### config.mk
export PLATFORM = sky130hd
export DESIGN_NAME = rtt_jitter_loss_stats_unit
export DESIGN_NICKNAME = d
export VERILOG_FILES = /design/src/rjls_pkg.sv /design/src/rjls_div.sv /design/src/rjls_seq.sv /design/src/rtt_jitter_loss_stats_unit.sv
export SDC_FILE = /design/constraint.sdc
export NUM_CORES = 2
export LEC_CHECK = 0
export BUFFER_PORTS_ARGS = -buffer_cell sky130_fd_sc_hd__buf_4
export CORE_UTILIZATION = 50
export CTS_CLUSTER_SIZE = 28
export DETAILED_ROUTE_END_ITERATION = 7
export PLACE_DENSITY = 0.74
export SYNTH_ARGS = -nofsm -noshare
export SYNTH_HDL_FRONTEND = slang
export SYNTH_HIERARCHICAL = 1
export SYNTH_SLANG_ARGS = --single-unit
### constraint.sdc
create_clock -name clk -period 13.8 [get_ports clk]
set_clock_uncertainty 0.15 [all_clocks]
set_input_delay 0.69 -clock clk [delete_from_list [all_inputs] [get_ports clk]]
set_output_delay 0.69 -clock clk [all_outputs]
set_load 0.05 [all_outputs]
### src/rjls_pkg.sv
// Shared constants, types and the microcode ROM of the rtt jitter/loss statistics unit.
// No dependencies; used by every other file of the block but the assertion header.
package rjls_pkg;

  localparam int RTT_BITS       = 24;
  localparam int COUNT_BITS     = 32;
  localparam int SUM_BITS       = 56;
  localparam int LOSS_BITS      = 14;
  localparam int QUAL_BITS      = 3;
  localparam int CFG_INDEX_BITS = 2;
  localparam int CFG_DATA_BITS  = RTT_BITS;
  localparam int PROD_BITS      = COUNT_BITS + RTT_BITS;
  localparam int CMP_BITS       = (SUM_BITS > PROD_BITS) ? SUM_BITS : PROD_BITS;
  localparam int DIV_STEPS      = SUM_BITS;
  localparam int DIV_CNT_BITS   = $clog2(DIV_STEPS);
  localparam int BP_SCALE       = 10000;

  localparam int IN_DATA_BITS   = ((RTT_BITS + 7) / 8) * 8;
  localparam int OUT_FIELD_BITS = 2 * COUNT_BITS + 5 * RTT_BITS + LOSS_BITS + QUAL_BITS;
  localparam int OUT_DATA_BITS  = ((OUT_FIELD_BITS + 7) / 8) * 8;

  localparam logic [LOSS_BITS-1:0] LOSS_LIMIT_RESET = LOSS_BITS'(500);
  localparam logic [RTT_BITS-1:0]  JIT_POOR_RESET   = RTT_BITS'(50000);
  localparam logic [RTT_BITS-1:0]  JIT_FAIR_RESET   = RTT_BITS'(20000);
  localparam logic [RTT_BITS-1:0]  JIT_GOOD_RESET   = RTT_BITS'(10000);

  // Register indexes
  localparam logic [CFG_INDEX_BITS-1:0] CFG_LOSS_LIMIT = 2'd0;
  localparam logic [CFG_INDEX_BITS-1:0] CFG_JIT_POOR   = 2'd1;
  localparam logic [CFG_INDEX_BITS-1:0] CFG_JIT_FAIR   = 2'd2;
  localparam logic [CFG_INDEX_BITS-1:0] CFG_JIT_GOOD   = 2'd3;

  // Quality codes
  localparam logic [QUAL_BITS-1:0] Q_EXCELLENT   = 3'd0;
  localparam logic [QUAL_BITS-1:0] Q_GOOD        = 3'd1;
  localparam logic [QUAL_BITS-1:0] Q_FAIR        = 3'd2;
  localparam logic [QUAL_BITS-1:0] Q_POOR_JITTER = 3'd3;
  localparam logic [QUAL_BITS-1:0] Q_POOR_LOSS   = 3'd4;

  localparam int PC_BITS = 5;
  typedef logic [PC_BITS-1:0] pc_t;

  typedef enum logic [4:0] {
    OP_NONE,
    OP_TAKE,
    OP_LD_RTT,
    OP_LD_JIT,
    OP_LD_LOSS,
    OP_DIV,
    OP_ST_RTT,
    OP_ST_JIT,
    OP_ST_LOSS,
    OP_MUL_LOST,
    OP_MUL_LIM,
    OP_MUL_POOR,
    OP_MUL_FAIR,
    OP_MUL_GOOD,
    OP_CMP_LOSS,
    OP_CMP_POOR,
    OP_CMP_FAIR,
    OP_CMP_GOOD,
    OP_EMIT
  } op_t;

  typedef enum logic [2:0] {
    COND_NONE,
    COND_ALWAYS,
    COND_NO_IN,
    COND_DIV_MORE,
    COND_OUT_FULL
  } cond_t;

  typedef struct packed {
    op_t   op;
    cond_t cond;
    pc_t   target;
  } uword_t;

  typedef struct packed {
    logic in_valid;
    logic out_full;
    logic div_last;
  } seq_stat_t;

  typedef struct packed {
    logic load;
    logic step;
  } div_ctrl_t;

  typedef struct packed {
    logic last;
    logic zero;
  } div_stat_t;

  // Program addresses
  localparam pc_t A_TAKE     = pc_t'(0);
  localparam pc_t A_LD_RTT   = pc_t'(1);
  localparam pc_t A_DV_RTT   = pc_t'(2);
  localparam pc_t A_ST_RTT   = pc_t'(3);
  localparam pc_t A_LD_JIT   = pc_t'(4);
  localparam pc_t A_DV_JIT   = pc_t'(5);
  localparam pc_t A_ST_JIT   = pc_t'(6);
  localparam pc_t A_MUL_LOST = pc_t'(7);
  localparam pc_t A_LD_LOSS  = pc_t'(8);
  localparam pc_t A_DV_LOSS  = pc_t'(9);
  localparam pc_t A_ST_LOSS  = pc_t'(10);
  localparam pc_t A_MUL_LIM  = pc_t'(11);
  localparam pc_t A_CMP_LOSS = pc_t'(12);
  localparam pc_t A_MUL_POOR = pc_t'(13);
  localparam pc_t A_CMP_POOR = pc_t'(14);
  localparam pc_t A_MUL_FAIR = pc_t'(15);
  localparam pc_t A_CMP_FAIR = pc_t'(16);
  localparam pc_t A_MUL_GOOD = pc_t'(17);
  localparam pc_t A_CMP_GOOD = pc_t'(18);
  localparam pc_t A_EMIT     = pc_t'(19);
  localparam pc_t A_WRAP     = pc_t'(20);

  // Microcode ROM: one control word per step
  function automatic uword_t ucode(input pc_t addr);
    uword_t w;
    case (addr)
      A_TAKE:     w = '{op: OP_TAKE,     cond: COND_NO_IN,    target: A_TAKE};
      A_LD_RTT:   w = '{op: OP_LD_RTT,   cond: COND_NONE,     target: A_TAKE};
      A_DV_RTT:   w = '{op: OP_DIV,      cond: COND_DIV_MORE, target: A_DV_RTT};
      A_ST_RTT:   w = '{op: OP_ST_RTT,   cond: COND_NONE,     target: A_TAKE};
      A_LD_JIT:   w = '{op: OP_LD_JIT,   cond: COND_NONE,     target: A_TAKE};
      A_DV_JIT:   w = '{op: OP_DIV,      cond: COND_DIV_MORE, target: A_DV_JIT};
      A_ST_JIT:   w = '{op: OP_ST_JIT,   cond: COND_NONE,     target: A_TAKE};
      A_MUL_LOST: w = '{op: OP_MUL_LOST, cond: COND_NONE,     target: A_TAKE};
      A_LD_LOSS:  w = '{op: OP_LD_LOSS,  cond: COND_NONE,     target: A_TAKE};
      A_DV_LOSS:  w = '{op: OP_DIV,      cond: COND_DIV_MORE, target: A_DV_LOSS};
      A_ST_LOSS:  w = '{op: OP_ST_LOSS,  cond: COND_NONE,     target: A_TAKE};
      A_MUL_LIM:  w = '{op: OP_MUL_LIM,  cond: COND_NONE,     target: A_TAKE};
      A_CMP_LOSS: w = '{op: OP_CMP_LOSS, cond: COND_NONE,     target: A_TAKE};
      A_MUL_POOR: w = '{op: OP_MUL_POOR, cond: COND_NONE,     target: A_TAKE};
      A_CMP_POOR: w = '{op: OP_CMP_POOR, cond: COND_NONE,     target: A_TAKE};
      A_MUL_FAIR: w = '{op: OP_MUL_FAIR, cond: COND_NONE,     target: A_TAKE};
      A_CMP_FAIR: w = '{op: OP_CMP_FAIR, cond: COND_NONE,     target: A_TAKE};
      A_MUL_GOOD: w = '{op: OP_MUL_GOOD, cond: COND_NONE,     target: A_TAKE};
      A_CMP_GOOD: w = '{op: OP_CMP_GOOD, cond: COND_NONE,     target: A_TAKE};
      A_EMIT:     w = '{op: OP_EMIT,     cond: COND_OUT_FULL, target: A_EMIT};
      A_WRAP:     w = '{op: OP_NONE,     cond: COND_ALWAYS,   target: A_TAKE};
      default:    w = '{op: OP_NONE,     cond: COND_ALWAYS,   target: A_TAKE};
    endcase
    return w;
  endfunction

endpackage

### src/rjls_div.sv
// Radix-2 restoring divider, one quotient bit per cycle while step is high, shared by both means and the loss ratio.
// Depends on rjls_pkg.
module rjls_div (
  input  logic                          clk,
  input  logic                          rst,
  input  rjls_pkg::div_ctrl_t           ctrl,
  input  logic [rjls_pkg::SUM_BITS-1:0]   dividend,
  input  logic [rjls_pkg::COUNT_BITS-1:0] divisor,
  output logic [rjls_pkg::SUM_BITS-1:0]   quotient,
  output rjls_pkg::div_stat_t           stat
);

  logic [rjls_pkg::SUM_BITS-1:0]     acc;
  logic [rjls_pkg::COUNT_BITS-1:0]   rem;
  logic [rjls_pkg::COUNT_BITS-1:0]   dvs;
  logic [rjls_pkg::DIV_CNT_BITS-1:0] cnt;

  logic [rjls_pkg::COUNT_BITS:0] rem_sh;
  logic [rjls_pkg::COUNT_BITS:0] diff;
  logic                          take;

  always_comb begin
    rem_sh = {rem, acc[rjls_pkg::SUM_BITS-1]};
    diff   = rem_sh - {1'b0, dvs};
    take   = rem_sh >= {1'b0, dvs};
  end

  // dividend shifts out the top, quotient bits shift in at the bottom
  always_ff @(posedge clk) begin
    if (ctrl.load) begin
      acc <= dividend;
      rem <= '0;
      dvs <= divisor;
    end else if (ctrl.step) begin
      acc <= {acc[rjls_pkg::SUM_BITS-2:0], take};
      rem <= take ? diff[rjls_pkg::COUNT_BITS-1:0] : rem_sh[rjls_pkg::COUNT_BITS-1:0];
    end
  end

  always_ff @(posedge clk) begin
    if (rst) begin
      cnt <= '0;
    end else if (ctrl.load) begin
      cnt <= '0;
    end else if (ctrl.step) begin
      cnt <= cnt + rjls_pkg::DIV_CNT_BITS'(1);
    end
  end

  assign quotient  = acc;
  assign stat.last = (cnt == rjls_pkg::DIV_CNT_BITS'(rjls_pkg::DIV_STEPS - 1));
  assign stat.zero = (dvs == '0);

endmodule

### src/rjls_seq.sv
// Microcode sequencer: step counter, ROM lookup and conditional jumps.
// Depends on rjls_pkg (control word types and ROM contents).
module rjls_seq (
  input  logic                clk,
  input  logic                rst,
  input  rjls_pkg::seq_stat_t stat,
  output rjls_pkg::uword_t    uw
);

  rjls_pkg::pc_t pc;
  rjls_pkg::pc_t pc_next;
  logic          jump;

  assign uw = rjls_pkg::ucode(pc);

  always_comb begin
    case (uw.cond)
      rjls_pkg::COND_NONE:     jump = 1'b0;
      rjls_pkg::COND_ALWAYS:   jump = 1'b1;
      rjls_pkg::COND_NO_IN:    jump = !stat.in_valid;
      rjls_pkg::COND_DIV_MORE: jump = !stat.div_last;
      rjls_pkg::COND_OUT_FULL: jump = stat.out_full;
      default:                 jump = 1'b0;
    endcase
  end

  always_comb begin
    pc_next = jump ? uw.target : pc + rjls_pkg::pc_t'(1);
  end

  always_ff @(posedge clk) begin
    if (rst) begin
      pc <= rjls_pkg::A_TAKE;
    end else begin
      pc <= pc_next;
    end
  end

endmodule

### src/rtt_jitter_loss_stats_unit.sv
// Probe round-trip statistics unit: counts, min/max/last/mean rtt, mean jitter,
// loss in basis points and a quality code. Depends on rjls_pkg, rjls_seq, rjls_div.
//
// One probe outcome enters per slave transfer (tuser = reply flag, tdata = rtt in
// microseconds) and exactly one statistics record leaves per master transfer.
// Running state (counts, min, max, last, saturating 56-bit sums) updates in the
// cycle the probe is taken. A microcoded sequencer then drives a single radix-2
// divider through three 56-step passes (mean rtt, mean jitter, loss), and one
// 32x24 multiplier with a registered compare for the four quality thresholds.
// A probe occupies the block from transfer in until its record is emitted and the
// sequencer is back at take; the three divider passes fill most of that span, and a stalled
// output holds the block at emit only when the previous record is still waiting.
// The output register lets the next probe be taken while the last record waits.
// Configuration writes take effect at once and are meant for idle periods.
module rtt_jitter_loss_stats_unit (
  input  logic                                 clk,
  input  logic                                 rst,
  // slave side: probe outcome
  input  logic                                 s_tvalid,
  output logic                                 s_tready,
  input  logic [rjls_pkg::IN_DATA_BITS-1:0]    s_tdata,   // [23:0] rtt_us
  input  logic                                 s_tuser,   // [0] reply_received
  // master side: statistics record
  output logic                                 m_tvalid,
  input  logic                                 m_tready,
  // [31:0] sent_count, [63:32] received_count, [87:64] min_rtt_us,
  // [111:88] max_rtt_us, [135:112] rtt of the latest reply, [159:136] mean_rtt_us,
  // [183:160] mean_jitter_us, [197:184] loss_bp, [200:198] quality, rest zero
  output logic [rjls_pkg::OUT_DATA_BITS-1:0]   m_tdata,
  // configuration write port
  input  logic                                 cfg_we,
  input  logic [rjls_pkg::CFG_INDEX_BITS-1:0]  cfg_index,
  input  logic [rjls_pkg::CFG_DATA_BITS-1:0]   cfg_data
);

  localparam int SUMX_BITS = rjls_pkg::SUM_BITS + 1;

  // configuration registers
  logic [rjls_pkg::LOSS_BITS-1:0] loss_limit;
  logic [rjls_pkg::RTT_BITS-1:0]  jit_poor;
  logic [rjls_pkg::RTT_BITS-1:0]  jit_fair;
  logic [rjls_pkg::RTT_BITS-1:0]  jit_good;

  // running statistics
  logic [rjls_pkg::COUNT_BITS-1:0] sent, sent_next;
  logic [rjls_pkg::COUNT_BITS-1:0] recv, recv_next;
  logic [rjls_pkg::COUNT_BITS-1:0] jcnt, jcnt_next;
  logic [rjls_pkg::RTT_BITS-1:0]   rtt_min, rtt_min_next;
  logic [rjls_pkg::RTT_BITS-1:0]   rtt_max, rtt_max_next;
  logic [rjls_pkg::RTT_BITS-1:0]   rtt_last, rtt_last_next;
  logic [rjls_pkg::SUM_BITS-1:0]   rtt_sum, rtt_sum_next;
  logic [rjls_pkg::SUM_BITS-1:0]   jit_sum, jit_sum_next;

  // datapath work registers
  logic [rjls_pkg::PROD_BITS-1:0]  prod;
  logic [rjls_pkg::PROD_BITS-1:0]  lost_scaled;
  logic [rjls_pkg::RTT_BITS-1:0]   mean_rtt;
  logic [rjls_pkg::RTT_BITS-1:0]   mean_jit;
  logic [rjls_pkg::LOSS_BITS-1:0]  loss_bp;
  logic                            q_loss, q_poor, q_fair, q_good;

  // sequencer and divider hookup
  rjls_pkg::uword_t    uw;
  rjls_pkg::seq_stat_t seq_stat;
  rjls_pkg::div_ctrl_t div_ctrl;
  rjls_pkg::div_stat_t div_stat;
  logic [rjls_pkg::SUM_BITS-1:0]   div_dividend;
  logic [rjls_pkg::COUNT_BITS-1:0] div_divisor;
  logic [rjls_pkg::SUM_BITS-1:0]   div_quot;

  logic                            in_take;
  logic                            out_free;
  logic                            out_load;
  logic [rjls_pkg::RTT_BITS-1:0]   rtt_in;
  logic [rjls_pkg::RTT_BITS-1:0]   jit_diff;
  logic [SUMX_BITS-1:0]            jit_sum_ext;
  logic [SUMX_BITS-1:0]            rtt_sum_ext;
  logic [rjls_pkg::COUNT_BITS-1:0] lost;
  logic [rjls_pkg::COUNT_BITS-1:0] mul_a;
  logic [rjls_pkg::RTT_BITS-1:0]   mul_b;
  logic [rjls_pkg::PROD_BITS-1:0]  mul_res;
  logic [rjls_pkg::RTT_BITS-1:0]   quot_mean;
  logic [rjls_pkg::QUAL_BITS-1:0]  quality;

  rjls_seq u_seq (
    .clk  (clk),
    .rst  (rst),
    .stat (seq_stat),
    .uw   (uw)
  );

  rjls_div u_div (
    .clk      (clk),
    .rst      (rst),
    .ctrl     (div_ctrl),
    .dividend (div_dividend),
    .divisor  (div_divisor),
    .quotient (div_quot),
    .stat     (div_stat)
  );

  // ---------------------------------------------------------------- handshake
  // no transfer is taken while reset is held
  assign s_tready = !rst && (uw.op == rjls_pkg::OP_TAKE);
  assign in_take  = s_tvalid && s_tready;
  assign out_free = !m_tvalid || m_tready;
  assign out_load = (uw.op == rjls_pkg::OP_EMIT) && out_free;

  always_comb begin
    seq_stat.in_valid = s_tvalid;
    seq_stat.out_full = !out_free;
    seq_stat.div_last = div_stat.last;
  end

  // ---------------------------------------------------------------- config
  always_ff @(posedge clk) begin
    if (rst) begin
      loss_limit <= rjls_pkg::LOSS_LIMIT_RESET;
      jit_poor   <= rjls_pkg::JIT_POOR_RESET;
      jit_fair   <= rjls_pkg::JIT_FAIR_RESET;
      jit_good   <= rjls_pkg::JIT_GOOD_RESET;
    end else if (cfg_we) begin
      case (cfg_index)
        rjls_pkg::CFG_LOSS_LIMIT: loss_limit <= cfg_data[rjls_pkg::LOSS_BITS-1:0];
        rjls_pkg::CFG_JIT_POOR:   jit_poor   <= cfg_data[rjls_pkg::RTT_BITS-1:0];
        rjls_pkg::CFG_JIT_FAIR:   jit_fair   <= cfg_data[rjls_pkg::RTT_BITS-1:0];
        rjls_pkg::CFG_JIT_GOOD:   jit_good   <= cfg_data[rjls_pkg::RTT_BITS-1:0];
        default: ;
      endcase
    end
  end

  // ---------------------------------------------------------------- probe update
  // Counts and sums saturate: counters at all ones, sums at 2^56-1.
  always_comb begin
    rtt_in      = s_tdata[rjls_pkg::RTT_BITS-1:0];
    jit_diff    = (rtt_in > rtt_last) ? rtt_in - rtt_last : rtt_last - rtt_in;
    jit_sum_ext = {1'b0, jit_sum} + SUMX_BITS'(jit_diff);
    rtt_sum_ext = {1'b0, rtt_sum} + SUMX_BITS'(rtt_in);

    sent_next     = (sent == '1) ? sent : sent + rjls_pkg::COUNT_BITS'(1);
    recv_next     = recv;
    jcnt_next     = jcnt;
    jit_sum_next  = jit_sum;
    rtt_sum_next  = rtt_sum;
    rtt_last_next = rtt_last;
    rtt_min_next  = rtt_min;
    rtt_max_next  = rtt_max;

    if (s_tuser) begin
      // first reply has no predecessor, so no jitter sample
      if (recv != '0) begin
        jit_sum_next = jit_sum_ext[rjls_pkg::SUM_BITS] ? '1 :
                       jit_sum_ext[rjls_pkg::SUM_BITS-1:0];
        jcnt_next    = (jcnt == '1) ? jcnt : jcnt + rjls_pkg::COUNT_BITS'(1);
      end
      recv_next     = (recv == '1) ? recv : recv + rjls_pkg::COUNT_BITS'(1);
      rtt_last_next = rtt_in;
      rtt_sum_next  = rtt_sum_ext[rjls_pkg::SUM_BITS] ? '1 :
                      rtt_sum_ext[rjls_pkg::SUM_BITS-1:0];
      if (rtt_in < rtt_min) rtt_min_next = rtt_in;
      if (rtt_in > rtt_max) rtt_max_next = rtt_in;
    end
  end

  always_ff @(posedge clk) begin
    if (rst) begin
      sent     <= '0;
      recv     <= '0;
      jcnt     <= '0;
      jit_sum  <= '0;
      rtt_sum  <= '0;
      rtt_last <= '0;
      rtt_min  <= '1;
      rtt_max  <= '0;
    end else if (in_take) begin
      sent     <= sent_next;
      recv     <= recv_next;
      jcnt     <= jcnt_next;
      jit_sum  <= jit_sum_next;
      rtt_sum  <= rtt_sum_next;
      rtt_last <= rtt_last_next;
      rtt_min  <= rtt_min_next;
      rtt_max  <= rtt_max_next;
    end
  end

  // ---------------------------------------------------------------- multiplier
  // received never passes sent, so the plain difference is the lost count
  assign lost = sent - recv;

  always_comb begin
    case (uw.op)
      rjls_pkg::OP_MUL_LOST: begin
        mul_a = lost;
        mul_b = rjls_pkg::RTT_BITS'(rjls_pkg::BP_SCALE);
      end
      rjls_pkg::OP_MUL_LIM: begin
        mul_a = sent;
        mul_b = rjls_pkg::RTT_BITS'(loss_limit);
      end
      rjls_pkg::OP_MUL_POOR: begin
        mul_a = jcnt;
        mul_b = jit_poor;
      end
      rjls_pkg::OP_MUL_FAIR: begin
        mul_a = jcnt;
        mul_b = jit_fair;
      end
      rjls_pkg::OP_MUL_GOOD: begin
        mul_a = jcnt;
        mul_b = jit_good;
      end
      default: begin
        mul_a = '0;
        mul_b = '0;
      end
    endcase
  end

  assign mul_res = mul_a * mul_b;

  // ---------------------------------------------------------------- divider feed
  always_comb begin
    div_ctrl.load = 1'b0;
    div_ctrl.step = (uw.op == rjls_pkg::OP_DIV);
    case (uw.op)
      rjls_pkg::OP_LD_RTT: begin
        div_ctrl.load = 1'b1;
        div_dividend  = rtt_sum;
        div_divisor   = recv;
      end
      rjls_pkg::OP_LD_JIT: begin
        div_ctrl.load = 1'b1;
        div_dividend  = jit_sum;
        div_divisor   = jcnt;
      end
      rjls_pkg::OP_LD_LOSS: begin
        div_ctrl.load = 1'b1;
        div_dividend  = rjls_pkg::SUM_BITS'(prod);
        div_divisor   = sent;
      end
      default: begin
        div_dividend  = rtt_sum;
        div_divisor   = recv;
      end
    endcase
  end

  // empty divisor reads as zero; a mean beyond the rtt field clamps to all ones
  always_comb begin
    if (div_stat.zero) begin
      quot_mean = '0;
    end else if (|div_quot[rjls_pkg::SUM_BITS-1:rjls_pkg::RTT_BITS]) begin
      quot_mean = '1;
    end else begin
      quot_mean = div_quot[rjls_pkg::RTT_BITS-1:0];
    end
  end

  // ---------------------------------------------------------------- results
  always_ff @(posedge clk) begin
    case (uw.op)
      rjls_pkg::OP_MUL_LOST, rjls_pkg::OP_MUL_LIM, rjls_pkg::OP_MUL_POOR,
      rjls_pkg::OP_MUL_FAIR, rjls_pkg::OP_MUL_GOOD: begin
        prod <= mul_res;
      end
      rjls_pkg::OP_LD_LOSS: lost_scaled <= prod;
      rjls_pkg::OP_ST_RTT:  mean_rtt    <= quot_mean;
      rjls_pkg::OP_ST_JIT:  mean_jit    <= quot_mean;
      // loss never exceeds 10000 bp, so the low bits carry it all
      rjls_pkg::OP_ST_LOSS: loss_bp     <= quot_mean[rjls_pkg::LOSS_BITS-1:0];
      // thresholds are compared on exact ratios, not on the truncated means
      rjls_pkg::OP_CMP_LOSS: q_loss <= (sent != '0) && (lost_scaled > prod);
      rjls_pkg::OP_CMP_POOR: q_poor <= rjls_pkg::CMP_BITS'(jit_sum) > rjls_pkg::CMP_BITS'(prod);
      rjls_pkg::OP_CMP_FAIR: q_fair <= rjls_pkg::CMP_BITS'(jit_sum) > rjls_pkg::CMP_BITS'(prod);
      rjls_pkg::OP_CMP_GOOD: q_good <= rjls_pkg::CMP_BITS'(jit_sum) > rjls_pkg::CMP_BITS'(prod);
      default: ;
    endcase
  end

  // priority: poor loss, poor jitter, fair, good, excellent
  always_comb begin
    if (q_loss) begin
      quality = rjls_pkg::Q_POOR_LOSS;
    end else if (q_poor) begin
      quality = rjls_pkg::Q_POOR_JITTER;
    end else if (q_fair) begin
      quality = rjls_pkg::Q_FAIR;
    end else if (q_good) begin
      quality = rjls_pkg::Q_GOOD;
    end else begin
      quality = rjls_pkg::Q_EXCELLENT;
    end
  end

  // ---------------------------------------------------------------- output register
  always_ff @(posedge clk) begin
    if (rst) begin
      m_tvalid <= 1'b0;
    end else if (out_load) begin
      m_tvalid <= 1'b1;
    end else if (m_tready) begin
      m_tvalid <= 1'b0;
    end
  end

  always_ff @(posedge clk) begin
    if (out_load) begin
      m_tdata <= rjls_pkg::OUT_DATA_BITS'({quality, loss_bp, mean_jit, mean_rtt,
                                           rtt_last, rtt_max, rtt_min, recv, sent});
    end
  end

endmodule

# [Word level (Yosys, flattened, before mapping)]
# Memory sizes are Yosys's and may differ from the RTL's. A register that Yosys moved wholly into a read port is not among the register bits.
# Index checks and enable logic that the tools add are counted.
[op_classes] add_sub_neg=11 mul=1 n_lt_le_gt_ge=6 eq_ne=29 muxes=21 n_bitwise=3 n_reduce_logical=32
[op_table] op="56-bit 2-to-1 mux" n=4
[op_table] op="24-bit one-hot mux with 5 select lines" n=1
[op_table] op="56-bit by 24-bit adder with 57-bit output" n=2
[op_table] op="56-bit > comparator" n=2
[op_table] op="56-bit one-hot mux with 2 select lines" n=1
[op_table] op="32-bit by 1-bit adder with 32-bit output, second input constant" n=3
[op_table] op="32-bit equality test, second input constant" n=3
[op_table] op="32-bit one-hot mux with 3 select lines" n=1
[op_table] op="24-bit 2-to-1 mux" n=3
[op_table] op="32-bit one-hot mux with 2 select lines" n=1
[op_table] op="32-bit nonzero test" n=2
[op_table] op="32-bit subtractor" n=2
[op_table] op="32-bit by 24-bit multiplier with 56-bit output" n=1
[op_table] op="24-bit > comparator" n=2
[op_table] op="24-bit subtractor" n=2
[op_table] op="5-bit by 4-bit equality test with 1-bit output, second input constant" n=8
[op_table] op="33-bit by 32-bit greater-or-equal comparator with 1-bit output" n=1
[op_table] op="32-bit zero test" n=1
[op_table] op="32-bit 2-to-1 mux" n=1
[op_table] op="32-bit OR reduction" n=1
[op_table] op="24-bit < comparator" n=1
[op_table] op="5-bit by 3-bit equality test with 1-bit output, second input constant" n=4
[op_table] op="5-bit equality test, second input constant" n=3
[op_table] op="2-bit AND reduction" n=6
[op_table] op="25 further kinds" n=47
[totals] regBits=877 mem_bits_ro=416 in_bits=56 out_inout_bits=210 elab_cells=133 memories=1
[memory_table] name="(name not given)" depth=32 word_bits=13 rd=1 rd_ports_with_merged_regs=1 write_ports=0 line_no="rjls_pkg.sv:121" source="case (addr)"

# [Logic depth before layout (Yosys ltp)]
[depth] word_depth=6 mapped_depth=40 depth_no_buf=38

# [Hierarchy]
# Netlist, hierarchy kept.
[by_module_without_submodules] mod="rtt_jitter_loss_stats_unit" n_inst=1 cells_each=6964 area_each_um2=63535.9 seq_area_each_um2=18728.0
[by_module_without_submodules] mod="rjls_div" n_inst=1 cells_each=636 area_each_um2=6990.5 seq_area_each_um2=3403.3
[by_module_without_submodules] mod="rjls_seq" n_inst=1 cells_each=124 area_each_um2=1047.3 seq_area_each_um2=340.3

# [Worst setup path after synthesis]
# Ideal clock, no wire load.
[synth_path] path_kind="register -> register" from="register u_seq/uw[8] (netlist name)" to="register m_tdata[0] (netlist bit) (enable)" setup_time_ns=0.765 t_arrival_ns=9.179 t_required_ns=12.885 path_slack_ns=3.706 stages_incl_launch_ff=5 n_path_buf=1 period_less_slack_ns=10.094 path_cell_list="dfxtp_1 > clkbuf_1 > nor3_1 > nand2_1 > nor2_1"
[synth_between] elab_chain_cells=2
[synth_rtl] item="5-bit equality test" line_no="rtt_jitter_loss_stats_unit.sv:107" source="assign out_load = (uw.op == rjls_pkg::OP_EMIT) && out_free;"
[synth_rtl] item="1-bit logical AND" line_no="rtt_jitter_loss_stats_unit.sv:107"
[synth_rtl] item="via out_load" line_no="rtt_jitter_loss_stats_unit.sv:73" source="logic out_load;"
[synth_rtl] item="end signal, assigned" line_no="rtt_jitter_loss_stats_unit.sv:310" source="m_tdata <= rjls_pkg::OUT_DATA_BITS'({quality, loss_bp, mean_jit, mean_rtt,"
[synth_rtl] item="end, declared" line_no="rtt_jitter_loss_stats_unit.sv:29" source="output logic [rjls_pkg::OUT_DATA_BITS-1:0] m_tdata,"
# The timed path passes the listed nets, and every way through them passes these cells.
# A chain may end at the register's enable or synchronous reset.

# [Worst setup path in the final report]
[layout_path] from="register sent[0] (netlist bit)" to="register prod[50] (netlist bit) (data pin)"
[layout_between] elab_chain_cells=3
[layout_rtl] item="start, declared" line_no="rtt_jitter_loss_stats_unit.sv:45" source="logic [rjls_pkg::COUNT_BITS-1:0] sent, sent_next;"
[layout_rtl] item="start signal, assigned" line_no="rtt_jitter_loss_stats_unit.sv:177" source="sent <= sent_next;"
[layout_rtl] item="32-bit subtractor" line_no="rtt_jitter_loss_stats_unit.sv:190" source="assign lost = sent - recv;"
[layout_rtl] item="32-bit one-hot mux with 3 select lines (*)" line_no="rtt_jitter_loss_stats_unit.sv:193" source="case (uw.op)"
[layout_rtl] item="32-bit by 24-bit multiplier with 56-bit output (*)" line_no="rtt_jitter_loss_stats_unit.sv:221" source="assign mul_res = mul_a * mul_b;"
[layout_rtl] item="via mul_res (one bit)" line_no="rtt_jitter_loss_stats_unit.sv:81" source="logic [rjls_pkg::PROD_BITS-1:0] mul_res;"
[layout_rtl] item="end signal, assigned" line_no="rtt_jitter_loss_stats_unit.sv:266" source="prod <= mul_res;"
[layout_rtl] item="end, declared" line_no="rtt_jitter_loss_stats_unit.sv:55" source="logic [rjls_pkg::PROD_BITS-1:0] prod;"
# The timed path passes the listed nets; every way through them passes the cells marked *.

==> out/results.txt <==
Post-Syn Area - 71,600 um2
post-cts sizing count - 0
crit path max-delay cell type - o31ai_1
r2r setup slk - 2.62 ns
CTS tree - done
Ys Warns - 6
max-slew violation count - 0
Port Buffers - 258
initial antenna violation count - 6
Leakage - 33.8 nW
outcome - finished clean
unrepaired setup endpoints after global routing - no
aggregate routed wire length - 215,000 um
Rows - 138
most common cell type on the critical path - fa_1
DR pass1 iterations - 6
Mapped Cells - 7,723
number of global-route vias before repair - 57,500
hold crit path type - in -> reg
Die Height - 380 um
Startpoint Class - flip-flop
antenna-violating nets left - 0
first-pass GRT wire length - 333,000 um
power per cell area - 99.6 nW/um2
Routability Congestion - 0.966
data arrival time of the worst path - 11.43 ns
Mapped Avg Cell Area - 9.27 um2
Final Core Density - 55.4%
Sink Count - 889
CTS Buf Count - 95
H-tree depth - 3
fin nets - 9,018
Max IR drop VDD - 0.000178 V
Max Clock Freq - 89.5 MHz
Congestion Overflow GR - 0
CP Class - reg -> reg
total of max-cap violations - 0
Placed Cells - 9,581
DR WL/cell - 22.0 um
# IOs - 266
Hold Fails Final Rpt - 0
Max FO, Critical Path - 12
largest net degree at the start of global routing - 177
Starting Density - 50.5%
DP Wirelength - 163,000 um
CTS Buffer Depth - 3
Clk pin slew, worst setup/hold paths - 0.06 ns
final worst-path cycle share - 81.0%
vias per inst - 5.87
drt drc - 0
area delta synth->final - 9.74%
all-layer global routing usage - 29.6%
CTS Root Cell - clkbuf_16
area post-placement - 75,200 um2
die area - 145,000 um2
Fillers - 12,500
setup TNS - 0 ns
Slew HR - 17.9%
hold buffers post-CTS - 0
Critical Path Sink Type - flip-flop
final std cells w/o fill - 9,764
post-route design area - 78,500 um2
final setup fails - 0
worst-skew pair later-pin latency - 0.74 ns
Worst-Margin Slew - 1.23 ns
core area - 142,000 um2
share of cells above drive strength 1 - 8.58%
die width - 380 um
Max stage delay on crit path - 0.72 ns
post-CTS setup buffers - 0
DRT iter0 DRCs - 5,160
routed via count - 57,300
Final Critical Period - 11.18 ns
CP required - 14.05 ns
==> registers in the layout, summed over array words and instances, names as in the netlist, 24 cells and up <==
| signal | count |
|---|---|
| jit_fair | 24 |
| mean_jit | 24 |
| u_div/quotient | 56 |
| u_div/rem | 32 |
| jit_sum | 56 |
| jcnt | 32 |
| rtt_max | 24 |
| lost_scaled | 56 |
| prod | 56 |
| jit_poor | 24 |
| m_tdata | 201 |
| recv | 32 |
| sent | 32 |
| rtt_sum | 56 |
| u_div/dvs | 32 |
| rtt_min | 24 |
| rtt_last | 24 |
| mean_rtt | 24 |
| jit_good | 24 |
==> stage by stage <==
stage / power (W) / setup WS [ns] / hold WS (ns)
4_1_cts: 0.00784 / 2.73 / 0.00933
3_5_place_dp: 0.00515 / 2.83 / 0.255
2_1_floorplan: 0.00464 / 3.71 / 0.250
6_report: 0.00782 / 2.62 / 0.0410
3_3_place_gp: 0.00510 / 2.98 / 0.251
5_1_grt: 0.00816 / 1.99 / 0.0414
==> path summary, 6_finish.rpt <==
path / from / endpoint / cells after the start
worst max-delay path: sent[0]$_SDFFE_PP0P_ / prod[50]$_DFFE_PP_ / 37
worst min-delay path: cfg_data[8] / jit_good[8]$_SDFFE_PP1P_ / 3
worst max register to register: sent[0]$_SDFFE_PP0P_ / prod[50]$_DFFE_PP_ / 37
worst min register to register: loss_bp[0]$_DFFE_PN_ / m_tdata[184]$_DFFE_PP_ / 0
==> critical path: cells and delay by family, from the launching register on <==
family,cells,cell delay [ns]
adders and majority gates,10,4.64
AOI/OAI and AO/OA,11,3.15
and+or+nand+nor,7,1.60
buffers and inverters,7,0.46
xor gates and xnor gates,2,0.46
DFF,1,0.41
==> power breakdown <==
part	internal (W)	switching, W	leakage, nW
registers	0.00309	0.000185	7.28
logic	0.000701	0.00115	24.9
clock network	0.00155	0.00115	1.59
total	0.00534	0.00249	33.8
==> cell usage in the layout (no fill, tap or decap), drive strengths merged, types with 42 or more instances in the layout <==
cell	count
xnor2	177
nand2	1019
nor3	152
fa	664
mux2i	44
nor2b	42
dfxtp	422
a21o	176
a22oi	81
nand3	124
mux2	61
nand4	107
edfxtp	467
a211oi	90
clkbuf	112
buf	343
ha	510
nand3b	48
a221o	56
inv	1081
xor2	120
a21oi	392
o21ai	217
nor4	64
nor2	670
and3	52
==> cell type report <==
type	instances	area, um2	area share (%)
inverters	1075	4040	5.14
multi-input cells	5384	43700	55.7
repair buffers	343	2590	3.30
flip-flops and latches	889	22500	28.6
clock inverters	68	808	1.03
diodes	3	7.51	0.00956
well taps	1890	2360	3.01
clock buffers	112	2510	3.20
==> routing by layer <==
| metal | vias up | GRT usage [%] | wire length (um) |
|---|---|---|---|
| met1 | 28000 | 37.3 | 83800 |
| met4 | 6 | 16.8 | 13800 |
| met5 | - | 0 | 34 |
| li1 | 26000 | - | - |
| met3 | 675 | 6.08 | 18900 |
| met2 | 2615 | 47.4 | 98300 |
Note: power is estimated with default switching activity, not from simulation.
